<file path="config.mk">
export PLATFORM = sky130hd
export DESIGN_NAME = register_machine_execute_step_core
export DESIGN_NICKNAME = d
export VERILOG_FILES = /design/src/rmes_pkg.sv /design/src/rmes_front.sv /design/src/rmes_queue.sv /design/src/rmes_back.sv /design/src/register_machine_execute_step_core.sv
export SDC_FILE = /design/constraint.sdc
export NUM_CORES = 2
export LEC_CHECK = 0
export BUFFER_PORTS_ARGS = -buffer_cell sky130_fd_sc_hd__buf_2
export CORE_ASPECT_RATIO = 1.2
export CORE_MARGIN = 4
export CORE_UTILIZATION = 23
export DETAILED_ROUTE_END_ITERATION = 16
export PLACE_DENSITY_LB_ADDON = 0.12
export SYNTH_ARGS = -nofsm -noshare
export SYNTH_HDL_FRONTEND = slang
export SYNTH_SLANG_ARGS = --single-unit
</file>
<file path="constraint.sdc">
create_clock -name clk -period 11.5 [get_ports clk]
set_clock_uncertainty 0.1 [all_clocks]
set_input_delay 0.575 -clock clk [delete_from_list [all_inputs] [get_ports clk]]
set_output_delay 0.575 -clock clk [all_outputs]
set_load 0.03 [all_outputs]
</file>
<file path="src/rmes_pkg.sv">
// Shared types, constants and conversion functions of the register machine step core.
package rmes_pkg;

  localparam int REGISTER_COUNT = 6;
  localparam int DATA_WIDTH     = 32;
  localparam int IDX_W          = (REGISTER_COUNT > 1) ? $clog2(REGISTER_COUNT) : 1;
  localparam int QUEUE_DEPTH    = 2;
  localparam int QPTR_W         = (QUEUE_DEPTH > 1) ? $clog2(QUEUE_DEPTH) : 1;
  localparam int QCNT_W         = $clog2(QUEUE_DEPTH + 1);

  // Configuration register indexes, decoded from paddr[2]
  localparam logic CFG_IDX_BIND  = 1'b0;
  localparam logic CFG_IDX_BOUND = 1'b1;

  typedef logic [DATA_WIDTH-1:0] data_t;
  typedef logic [IDX_W-1:0]      idx_t;

  typedef enum logic [3:0] {
    OP_ADDR = 4'd0,  OP_ADDI = 4'd1,  OP_MULR = 4'd2,  OP_MULI = 4'd3,
    OP_BANR = 4'd4,  OP_BANI = 4'd5,  OP_BORR = 4'd6,  OP_BORI = 4'd7,
    OP_SETR = 4'd8,  OP_SETI = 4'd9,  OP_GTIR = 4'd10, OP_GTRI = 4'd11,
    OP_GTRR = 4'd12, OP_EQIR = 4'd13, OP_EQRI = 4'd14, OP_EQRR = 4'd15
  } opcode_t;

  typedef enum logic [2:0] {
    ALU_ADD, ALU_MUL, ALU_AND, ALU_OR, ALU_SET, ALU_GT, ALU_EQ
  } alu_op_t;

  typedef struct packed {
    alu_op_t    alu_op;
    logic       a_reg;
    logic       b_reg;
    idx_t       a_idx;
    idx_t       b_idx;
    data_t      a_imm;
    data_t      b_imm;
    logic [2:0] dest;
    logic       err;
  } item_t;

  typedef struct packed {
    logic       bind_en;
    logic [2:0] bound;
  } cfg_t;

  // Sign-extend a 32-bit immediate, then keep the machine width
  function automatic data_t imm_to_data(logic [31:0] raw);
    logic signed [31:0] s;
    logic signed [63:0] w;
    s = raw;
    w = 64'(s);
    return w[DATA_WIDTH-1:0];
  endfunction

  // Sign-extend a machine word, then keep 32 bits for the result port
  function automatic logic [31:0] data_to_out(data_t v);
    logic signed [DATA_WIDTH-1:0] s;
    logic signed [63:0]           w;
    s = v;
    w = 64'(s);
    return w[31:0];
  endfunction

endpackage

</file>
<file path="src/rmes_front.sv">
// Front end: decode the opcode and range-check the register indexes of an item.
module rmes_front import rmes_pkg::*; (
  input  logic [3:0]         opcode,
  input  logic signed [31:0] operand_a,
  input  logic signed [31:0] operand_b,
  input  logic [2:0]         dest_index,
  output item_t              item
);

  logic a_reg, b_reg, a_ok, b_ok, d_ok;
  alu_op_t alu_op;

  always_comb begin
    unique case (opcode) inside
      OP_SETI, OP_GTIR, OP_EQIR: a_reg = 1'b0;
      default:                   a_reg = 1'b1;
    endcase
    unique case (opcode) inside
      OP_ADDR, OP_MULR, OP_BANR, OP_BORR, OP_GTIR, OP_GTRR, OP_EQIR, OP_EQRR: b_reg = 1'b1;
      default: b_reg = 1'b0;
    endcase
    unique case (opcode) inside
      OP_ADDR, OP_ADDI:          alu_op = ALU_ADD;
      OP_MULR, OP_MULI:          alu_op = ALU_MUL;
      OP_BANR, OP_BANI:          alu_op = ALU_AND;
      OP_BORR, OP_BORI:          alu_op = ALU_OR;
      OP_SETR, OP_SETI:          alu_op = ALU_SET;
      OP_GTIR, OP_GTRI, OP_GTRR: alu_op = ALU_GT;
      default:                   alu_op = ALU_EQ;
    endcase
  end

  assign a_ok = $unsigned(operand_a) < 32'(REGISTER_COUNT);
  assign b_ok = $unsigned(operand_b) < 32'(REGISTER_COUNT);
  assign d_ok = 32'(dest_index) < 32'(REGISTER_COUNT);

  always_comb begin
    item.alu_op = alu_op;
    item.a_reg  = a_reg;
    item.b_reg  = b_reg;
    item.a_idx  = (a_reg && a_ok) ? IDX_W'($unsigned(operand_a)) : '0;
    item.b_idx  = (b_reg && b_ok) ? IDX_W'($unsigned(operand_b)) : '0;
    item.a_imm  = imm_to_data(operand_a);
    item.b_imm  = imm_to_data(operand_b);
    item.dest   = dest_index;
    item.err    = (a_reg && !a_ok) || (b_reg && !b_ok) || !d_ok;
  end

endmodule

</file>
<file path="src/rmes_queue.sv">
// Short FIFO of decoded items between the front end and the execute back end.
module rmes_queue import rmes_pkg::*; (
  input  logic  clk,
  input  logic  rst,
  input  logic  push,
  input  item_t push_item,
  output logic  full,
  input  logic  pop,
  output item_t head,
  output logic  nonempty
);

  item_t             slots [QUEUE_DEPTH];
  logic [QPTR_W-1:0] wr_ptr, rd_ptr;
  logic [QCNT_W-1:0] count;

  function automatic logic [QPTR_W-1:0] ptr_inc(logic [QPTR_W-1:0] p);
    return (p == QPTR_W'(QUEUE_DEPTH - 1)) ? '0 : p + QPTR_W'(1);
  endfunction

  always_ff @(posedge clk) begin
    if (push) begin
      slots[wr_ptr] <= push_item;
    end
  end

  always_ff @(posedge clk) begin
    if (rst) begin
      wr_ptr <= '0;
      rd_ptr <= '0;
      count  <= '0;
    end else begin
      if (push) begin
        wr_ptr <= ptr_inc(wr_ptr);
      end
      if (pop) begin
        rd_ptr <= ptr_inc(rd_ptr);
      end
      if (push && !pop) begin
        count <= count + QCNT_W'(1);
      end else if (pop && !push) begin
        count <= count - QCNT_W'(1);
      end
    end
  end

  assign head     = slots[rd_ptr];
  assign full     = (count == QCNT_W'(QUEUE_DEPTH));
  assign nonempty = (count != '0);

endmodule

</file>
<file path="src/rmes_back.sv">
// Back end: register file, instruction pointer, execute stage and result register.
module rmes_back import rmes_pkg::*; (
  input  logic               clk,
  input  logic               rst,
  input  cfg_t               cfg,
  input  logic               cfg_wr,
  input  logic               q_nonempty,
  input  item_t              q_head,
  output logic               q_pop,
  output logic               out_valid,
  input  logic               out_stall,
  output logic signed [31:0] next_pointer,
  output logic signed [31:0] written_value,
  output logic [2:0]         written_index,
  output logic               status
);

  data_t mem [REGISTER_COUNT];
  logic [REGISTER_COUNT-1:0] vld;
  data_t ip;

  logic  pend_valid;
  idx_t  pend_idx;

  logic  ex_valid;
  item_t ex_item;
  data_t rd_a, rd_b;

  logic  ex_fire, bad, bind_hit_a, bind_hit_b, dest_is_bound;
  idx_t  bidx, didx;
  data_t a, b, r, prod, ip_new;

  logic  wr_en;
  idx_t  wr_idx;
  data_t wr_data;

  assign ex_fire = ex_valid && (!out_valid || !out_stall);
  assign q_pop   = q_nonempty && (!ex_valid || ex_fire);

  assign bidx = IDX_W'(cfg.bound);
  assign didx = IDX_W'(ex_item.dest);
  assign bad  = ex_item.err || (cfg.bind_en && (32'(cfg.bound) >= 32'(REGISTER_COUNT)));

  // While bound, the bound register always reads as the pointer
  assign bind_hit_a = cfg.bind_en && (ex_item.a_idx == bidx);
  assign bind_hit_b = cfg.bind_en && (ex_item.b_idx == bidx);
  assign dest_is_bound = cfg.bind_en && (didx == bidx);

  assign a = !ex_item.a_reg ? ex_item.a_imm : (bind_hit_a ? ip : rd_a);
  assign b = !ex_item.b_reg ? ex_item.b_imm : (bind_hit_b ? ip : rd_b);
  assign prod = a * b;

  always_comb begin
    case (ex_item.alu_op)
      ALU_ADD: r = a + b;
      ALU_MUL: r = prod;
      ALU_AND: r = a & b;
      ALU_OR:  r = a | b;
      ALU_SET: r = a;
      ALU_GT:  r = ($signed(a) > $signed(b)) ? DATA_WIDTH'(1) : '0;
      ALU_EQ:  r = (a == b) ? DATA_WIDTH'(1) : '0;
      default: r = '0;
    endcase
  end

  assign ip_new = (dest_is_bound ? r : ip) + DATA_WIDTH'(1);

  // One write port: the executed result, or the deferred bound-register value
  always_comb begin
    if (ex_fire && !bad) begin
      wr_en   = 1'b1;
      wr_idx  = didx;
      wr_data = r;
    end else begin
      wr_en   = cfg_wr && pend_valid;
      wr_idx  = pend_idx;
      wr_data = ip - DATA_WIDTH'(1);
    end
  end

  always_ff @(posedge clk) begin
    if (wr_en) begin
      mem[wr_idx] <= wr_data;
    end
  end

  // Registered read with write-through bypass
  always_ff @(posedge clk) begin
    if (q_pop) begin
      ex_item <= q_head;
      if (wr_en && wr_idx == q_head.a_idx) begin
        rd_a <= wr_data;
      end else begin
        rd_a <= vld[q_head.a_idx] ? mem[q_head.a_idx] : '0;
      end
      if (wr_en && wr_idx == q_head.b_idx) begin
        rd_b <= wr_data;
      end else begin
        rd_b <= vld[q_head.b_idx] ? mem[q_head.b_idx] : '0;
      end
    end
  end

  always_ff @(posedge clk) begin
    if (ex_fire) begin
      if (bad) begin
        next_pointer  <= $signed(data_to_out(ip));
        written_value <= '0;
        written_index <= '0;
        status        <= 1'b1;
      end else begin
        next_pointer  <= $signed(data_to_out(ip_new));
        written_value <= $signed(data_to_out(r));
        written_index <= ex_item.dest;
        status        <= 1'b0;
      end
    end
  end

  always_ff @(posedge clk) begin
    if (ex_fire && !bad && cfg.bind_en) begin
      pend_idx <= bidx;
    end
  end

  always_ff @(posedge clk) begin
    if (rst) begin
      vld        <= '0;
      ip         <= '0;
      pend_valid <= 1'b0;
      ex_valid   <= 1'b0;
      out_valid  <= 1'b0;
    end else begin
      if (wr_en) begin
        vld[wr_idx] <= 1'b1;
      end
      if (ex_fire && !bad) begin
        ip <= ip_new;
      end
      if (ex_fire && !bad && cfg.bind_en) begin
        pend_valid <= 1'b1;
      end else if (cfg_wr) begin
        pend_valid <= 1'b0;
      end
      if (q_pop) begin
        ex_valid <= 1'b1;
      end else if (ex_fire) begin
        ex_valid <= 1'b0;
      end
      if (ex_fire) begin
        out_valid <= 1'b1;
      end else if (!out_stall) begin
        out_valid <= 1'b0;
      end
    end
  end

endmodule

</file>
<file path="src/register_machine_execute_step_core.sv">
// Top level of the register machine step core: config port, front end, queue, back end.
//
// Executes one machine instruction per item on REGISTER_COUNT signed registers plus an
// instruction pointer, and returns exactly one result item per input item. Sustained rate
// is one item per clock while out_stall stays low; the limit is the execute loop in the back
// end, where the register file read, the ALU (including a combinational DATA_WIDTH x
// DATA_WIDTH multiply) and the register write close the loop, with a write-through bypass
// covering back-to-back dependences. From input accept to result valid the item passes
// through the two-entry queue, is popped into the execute stage while its operands are
// read, then lands in the output register. in_stall rises only when the queue is full, so
// the front keeps taking items while a finished result waits.
// Registers reset to zero through per-entry valid bits; there is no clearing pass.
// Configuration: pointer_binding_enable at byte address 0, bound_register at address 4;
// write them only while the core is idle. While binding is on the bound register reads
// as the pointer; its stored copy is written back on the next configuration write.
module register_machine_execute_step_core import rmes_pkg::*; (
  input  logic               clk,
  input  logic               rst,
  // input items
  input  logic               in_valid,
  output logic               in_stall,
  input  logic [3:0]         opcode,
  input  logic signed [31:0] operand_a,
  input  logic signed [31:0] operand_b,
  input  logic [2:0]         dest_index,
  // result items
  output logic               out_valid,
  input  logic               out_stall,
  output logic signed [31:0] next_pointer,
  output logic signed [31:0] written_value,
  output logic [2:0]         written_index,
  output logic               status,
  // configuration port
  input  logic               psel,
  input  logic               penable,
  input  logic               pwrite,
  input  logic [2:0]         paddr,
  input  logic [31:0]        pwdata,
  output logic [31:0]        prdata,
  output logic               pready
);

  cfg_t  cfg;
  logic  cfg_wr;
  item_t front_item, q_head;
  logic  q_full, q_nonempty, q_pop, push;

  // Config writes complete in the access phase; pready is tied high
  assign pready = 1'b1;
  assign cfg_wr = psel && penable && pwrite && pready;

  always_ff @(posedge clk) begin
    if (rst) begin
      cfg.bind_en <= 1'b0;
      cfg.bound   <= '0;
    end else if (cfg_wr) begin
      case (paddr[2])
        CFG_IDX_BIND:  cfg.bind_en <= pwdata[0];
        CFG_IDX_BOUND: cfg.bound   <= pwdata[2:0];
        default: ;
      endcase
    end
  end

  always_comb begin
    case (paddr[2])
      CFG_IDX_BIND:  prdata = {31'b0, cfg.bind_en};
      CFG_IDX_BOUND: prdata = {29'b0, cfg.bound};
      default:       prdata = '0;
    endcase
  end

  // Accept whenever the queue has room
  assign in_stall = q_full;
  assign push     = in_valid && !in_stall;

  rmes_front u_front (
    .opcode     (opcode),
    .operand_a  (operand_a),
    .operand_b  (operand_b),
    .dest_index (dest_index),
    .item       (front_item)
  );

  rmes_queue u_queue (
    .clk       (clk),
    .rst       (rst),
    .push      (push),
    .push_item (front_item),
    .full      (q_full),
    .pop       (q_pop),
    .head      (q_head),
    .nonempty  (q_nonempty)
  );

  rmes_back u_back (
    .clk           (clk),
    .rst           (rst),
    .cfg           (cfg),
    .cfg_wr        (cfg_wr),
    .q_nonempty    (q_nonempty),
    .q_head        (q_head),
    .q_pop         (q_pop),
    .out_valid     (out_valid),
    .out_stall     (out_stall),
    .next_pointer  (next_pointer),
    .written_value (written_value),
    .written_index (written_index),
    .status        (status)
  );

endmodule

</file>
; Word level (Yosys, flattened, before mapping)
; Memories as Yosys holds them, arrays and structs flattened. A register that Yosys moved wholly into a read port is not among the register bits.
; Index checks and enable logic that the tools add are counted.
[word_totals]
rom_bits = 0
latchBits = 0
wordCells = 174
reg_bits = 263
inputBits = 113
n_memories = 2
ramBits = 350
[mem_list]
columns = memory, depth, width, rd, rd_clocked_by_memory_dff, wr, line_no
row1 = u_back.mem, 6, 32, 2, 0, 1, rmes_back.sv:18  ; data_t mem [REGISTER_COUNT];
row2 = u_queue.slots, 2, 79, 1, 1, 1, rmes_queue.sv:13  ; item_t slots [QUEUE_DEPTH];
[classes]
mul = 1
eq_ne = 28
n_div = 0
bitwise = 4
shift = 0
muxes = 45
n_reduce_logical = 52
n_addsub = 7
n_lt_le_gt_ge = 9
[ops]
columns = cell, count
row1 = $mux 32, 11
row2 = $pmux 32 s7, 1
row3 = $lt 32x3->1 const B, 2
row4 = $pmux 32 s2, 1
row5 = $add 32x1->32 const B, 1
row6 = $add 32x32->32, 1
row7 = $and 32x32->32, 1
row8 = $eq 32x32->1, 1
row9 = $gt 32x32->1, 1
row10 = $mul 32x32->32, 1
row11 = $or 32x32->32, 1
row12 = $sub 32x1->32 const B, 1
row13 = $eq 4x4->1 const B, 7
row14 = $mux 1, 23
row15 = $logic_and 1x1->1, 21
row16 = $pmux 3 s6, 1
row17 = $eq 4x3->1 const B, 4
row18 = $eq 3x3->1, 5
row19 = $lt 3x4->1 const B, 3
row20 = $logic_not 1->1, 10
row21 = $reduce_or 2->1, 5
row22 = $eq 3x3->1 const B, 3
row23 = $mux 3, 3
row24 = $eq 4x2->1 const B, 2
row25 = 23 further kinds, 36

; Longest topological paths before layout
[logic_depth]
depth_word = 11
mapped_depth = 41
depth_no_buf = 35

; Cells and area by module
; From an unflattened synthesis, not the netlist that was laid out.
[unflattened]
hier_cells = 4683
hier_area_um2 = 49510.0
[modules_own_cells]
columns = mod, area_per_inst_um2, n_inst, seq_area_each_um2, cells_per_inst
row1 = rmes_back, 42295.6, 1, 13012.5, 4249
row2 = rmes_queue, 5943.2, 1, 4844.6, 268
row3 = rmes_front, 789.5, 1, 0.0, 111
row4 = register_machine_execute_step_core, 481.7, 1, 80.1, 55

; Least setup slack after synthesis
; No wires, ideal clock.
[synth_timing]
kind = flip-flop to flip-flop
from = register, netlist name cfg[1]
to = register u_back.next_pointer[31] (data pin)
path_stages_with_launch = 40
n_path_buf = 6
t_arrival_ns = 9.433
slack_ns = 1.699
required_ns = 11.132
cell_sequence = dfxtp_1 -> buf_6 -> xnor2_2 -> nand4_1 -> buf_6 -> buf_6 -> buf_6 -> mux2i_1 -> a21oi_1 -> inv_1 -> clkbuf_1 -> nor2_1 -> fa_1 -> fa_1 -> fa_1 -> inv_1 -> fa_1 -> inv_1 -> [4 not listed] -> fa_1 -> fa_1 -> ha_1 -> clkbuf_1 -> and2_1 -> a221oi_1 -> nor3_1 -> a2111oi_0 -> nand2_1 -> xnor2_1 -> o21ai_0 -> a211oi_1 -> or3b_1 -> o31ai_1 -> nand4b_2 -> nand2_1 -> o211a_1 -> o22ai_2
[synth_via]
elab_chain_cells = 10
elab_cells_between_ends = 25
[synth_lines]
columns = item, line_no
row1 = "parallel branches: the longest is 9 deep, another holds $mul 32x32->32", --
row2 = $mux 32 *, rmes_back.sv:106  ; if (bad) begin
row3 = "end signal, assigned", rmes_back.sv:107  ; next_pointer <= $signed(data_to_out(ip));
row4 = "end signal, assigned", rmes_back.sv:112  ; next_pointer <= $signed(data_to_out(ip_new));
row5 = "end, declared", rmes_back.sv:12  ; output logic signed [31:0] next_pointer,
; Mark *: on every way between the ends.
; A chain may end at the register's enable or synchronous reset.

; Worst setup path in the final report
[layout_timing]
from = register, netlist name cfg[1]
to = register u_back.next_pointer[31] (data pin)
[layout_via]
elab_chain_cells = 10
elab_cells_between_ends = 25
[layout_lines]
columns = item, line_no
row1 = "parallel branches: the longest is 9 deep, another holds $mul 32x32->32", --
row2 = $mux 32 *, rmes_back.sv:106
; Marks and branches as above.

==> impl_metrics.env <==
export IMPL_yosysSeqAreaShare_pct=37.0
export IMPL_start_util_pct=23.1
export IMPL_synth_area_per_cell_um2=9.73
export IMPL_setup_tns_ns=0
export IMPL_async_flop_share_pct=0
export IMPL_synth_area_mm2=0.0485
export IMPL_status="finished, final reports clean"
export IMPL_post_route_worst_setup_slack_ns=0.399
export IMPL_synth_edf_count=564
export IMPL_htree_levels=3
export IMPL_num_rows=184
export IMPL_worst_pin_slew_ns=1.36
export IMPL_slowest_stage="a211oi_1"
export IMPL_die_area_mm2=0.218
export IMPL_cts_root_buf="clkbuf_16"
export IMPL_max_slew_margin_pct=8.88
export IMPL_drt_vias_per_instance=4.69
export IMPL_synth_cell_types=115
export IMPL_tritoncts="built"
export IMPL_clock_latency_ns=0.69
export IMPL_routed_wl_um=218000
export IMPL_core_area_mm2=0.210
export IMPL_antenna_found_initial=15
export IMPL_maxCapViolCount=0
export IMPL_yosys_warnings=0
export IMPL_final_cell_mix="846 x nand2_1, 564 x edfxtp_1, 546 x nor2_1, 473 x inv_1, 409 x fa_1"
export IMPL_finalHoldViolCount=0
export IMPL_grt_overflow_total=0
export IMPL_ys_flop_type="edfxtp_1"
export IMPL_setup_viol=0
export IMPL_io_buffers=154
export IMPL_ant_nets=0
export IMPL_rrSetupSlack_ns=0.40
export IMPL_fp_dieH_um=511
export IMPL_stdcell_count=8074
export IMPL_crit_type="flip-flop to flip-flop"
export IMPL_ff_latch_area_mm2=0.0179
export IMPL_path_max_fanout=28
export IMPL_fin_crit_ns=11.10
export IMPL_io_pins=216
export IMPL_numCtsBuffers=68
export IMPL_final_max_slew_viol_count=0
export IMPL_dpl_worst_slack_ns=-0.110
export IMPL_layout_drive_gt1_share_pct=14.2
export IMPL_fin_hold_ws_ns=0.0542
export IMPL_rsz0062_at_grt="false"
export IMPL_hp_class="input port to flip-flop"
export IMPL_grt_pass1_vias=38985
export IMPL_drc=0
export IMPL_wire_per_inst_um=27.0
export IMPL_min_period_over_period_pct=96.5
export IMPL_die_w_um=427
export IMPL_vias=37846
export IMPL_area_growth_synth_to_final_pct=16.9
export IMPL_final_net_count=5972
export IMPL_worstSetupEndpointType="flip-flop"
export IMPL_slowest_delay_ns=0.91
export IMPL_max_freq_mhz=90.1
export IMPL_ys_ff_latch=614
export IMPL_grt_pass1_wl_um=304000
export IMPL_dr_pass1_iters=5
export IMPL_critical_path_arrival_ns=11.40
export IMPL_grt_usage_pct=19.6
export IMPL_multi_input_area_mm2=0.0275
export IMPL_cpMostUsedCell="fa_1"
export IMPL_clkSinkCount=614
export IMPL_clk_pin_slew_ns=0.06
export IMPL_startpoint_type="flip-flop"
export IMPL_n_fill_cell=22399
export IMPL_gp_congestion=0.936
export IMPL_dpl_cell_count=7897
export IMPL_grt_max_degree=82
export IMPL_first_iter_violations=2672
export IMPL_cts_max_path_buffers=3
export IMPL_layout_commonest_cell="nand2_1"
export IMPL_dp_hpwl_um=167000
export IMPL_cp_required_ns=11.80
export IMPL_synthesis_instances=4979
[through the flow]
| step | area, um2 | util [%] |
|---|---|---|
| after global placement | 53800 | 25.7 |
| final | 56600 | 27.0 |
| after CTS | 56600 | 27.0 |
| after global routing | 56600 | 27.0 |
| after floorplan | 48600 | - |
| after detailed placement | 53800 | 25.7 |
[worst max-delay path, delay by kind of cell (launching register included)]
family          cells  cell delay, ns
compound gates     10            2.61
buf+inv             8            1.79
mux                 2            0.80
xor+xnor            1            0.18
fa+ha+maj           9            4.34
flops               1            0.55
simple gates        3            0.40
[sequential cells by signal (all words and copies together), names as in the netlist, 3 cells and up, named ones only]
signal	cells
u_queue.slots	158
u_back.rd_b	32
cfg	4
u_back.ip	32
u_back.written_index	3
u_back.pend_idx	3
u_back.didx	3
u_back.next_pointer	32
u_back.written_value	32
u_back.rd_a	32
u_back.vld	6
u_back.ex_item	76
u_back.mem	192
[timing repair]
action | 4_1_cts | 5_1_grt
endpoints found under the hold margin | 93 | 0
endpoints found under the setup margin | 6 | 12
setup buffers | 0 | 4
hold buffers | 47 | 0
resized for setup | 1 | 4
gates cloned | 0 | 0
[kinds of logic (layout without fill, tap and decap cells)]
group / Yosys count / count (layout) / share of synthesized area, %
adders and majority gates: 631 / 631 / 22.6
DFF: 614 / 614 / 37.0
other: 2 / 38 / 0.0155
AOI/OAI and AO/OA: 770 / 770 / 10.5
buffers and inverters: 831 / 1100 / 6.91
muxes: 159 / 159 / 3.57
and+or+nand+nor: 1812 / 1812 / 16.1
xor gates and xnor gates: 160 / 160 / 3.24
[final cells by class]
cell class	instances	area share (%)
multi-input combinational	3562	48.5
clock inverter	45	1.02
inverter	508	3.39
antenna	8	0.0353
clock buffer	73	3.07
sequential	614	31.7
tap	2790	6.16
timing repair buffer	474	6.12
[Yosys cell counts (11+ instances only)]
library cell | count | area share (%)
inv_1 | 476 | 3.7
inv_2 | 23 | 0.18
o31ai_1 | 59 | 0.91
o211ai_1 | 16 | 0.25
o21bai_1 | 11 | 0.17
clkbuf_1 | 229 | 1.8
ha_1 | 222 | 5.7
and3_1 | 79 | 1.0
edfxtp_1 | 564 | 35
mux2i_1 | 74 | 1.5
a41oi_1 | 11 | 0.20
a31oi_1 | 89 | 1.1
xor2_1 | 39 | 0.70
nand2_1 | 847 | 6.6
nand3_1 | 104 | 1.1
a211oi_1 | 48 | 0.74
nor3_1 | 57 | 0.59
fa_1 | 409 | 17
nor2b_1 | 21 | 0.27
a21oi_2 | 21 | 0.38
buf_4 | 36 | 0.56
a21o_1 | 43 | 0.67
a21oi_1 | 128 | 1.3
nor2_1 | 548 | 4.2
o21ai_0 | 210 | 2.2
buf_2 | 21 | 0.22
xnor2_1 | 105 | 1.9
buf_1 | 28 | 0.22
nor4_1 | 26 | 0.34
nand4_1 | 20 | 0.26
mux2_2 | 82 | 1.9
and2_1 | 26 | 0.34
nand2b_1 | 17 | 0.22
o22ai_1 | 15 | 0.19
dfxtp_1 | 50 | 2.1
[per-layer routing]
layer | part of all wire, % | track usage (%) | wire (um) | up-vias
li1 | - | - | - | 17211
met1 | 41 | 23.9 | 88600 | 19373
met2 | 51 | 34.8 | 110000 | 973
met3 | 3.6 | 1.87 | 7900 | 285
met4 | 5.2 | 8.86 | 11400 | 4
met5 | 0.010 | 0 | 22 | -
[final timing paths]
path / endpoint / depth (start not counted) / startpoint
worst max-delay path: u_back.next_pointer[31] / 33 / cfg[1]
worst min-delay path: u_queue.slots[0][14] / 1 / operand_b[10]
worst max register to register: u_back.next_pointer[31] / 33 / cfg[1]
worst min register to register: u_back.vld[4] / 2 / u_back.vld[4]
Power is not shown: default switching activity piles up to over one toggle a cycle in this logic, so the estimate is an artifact.
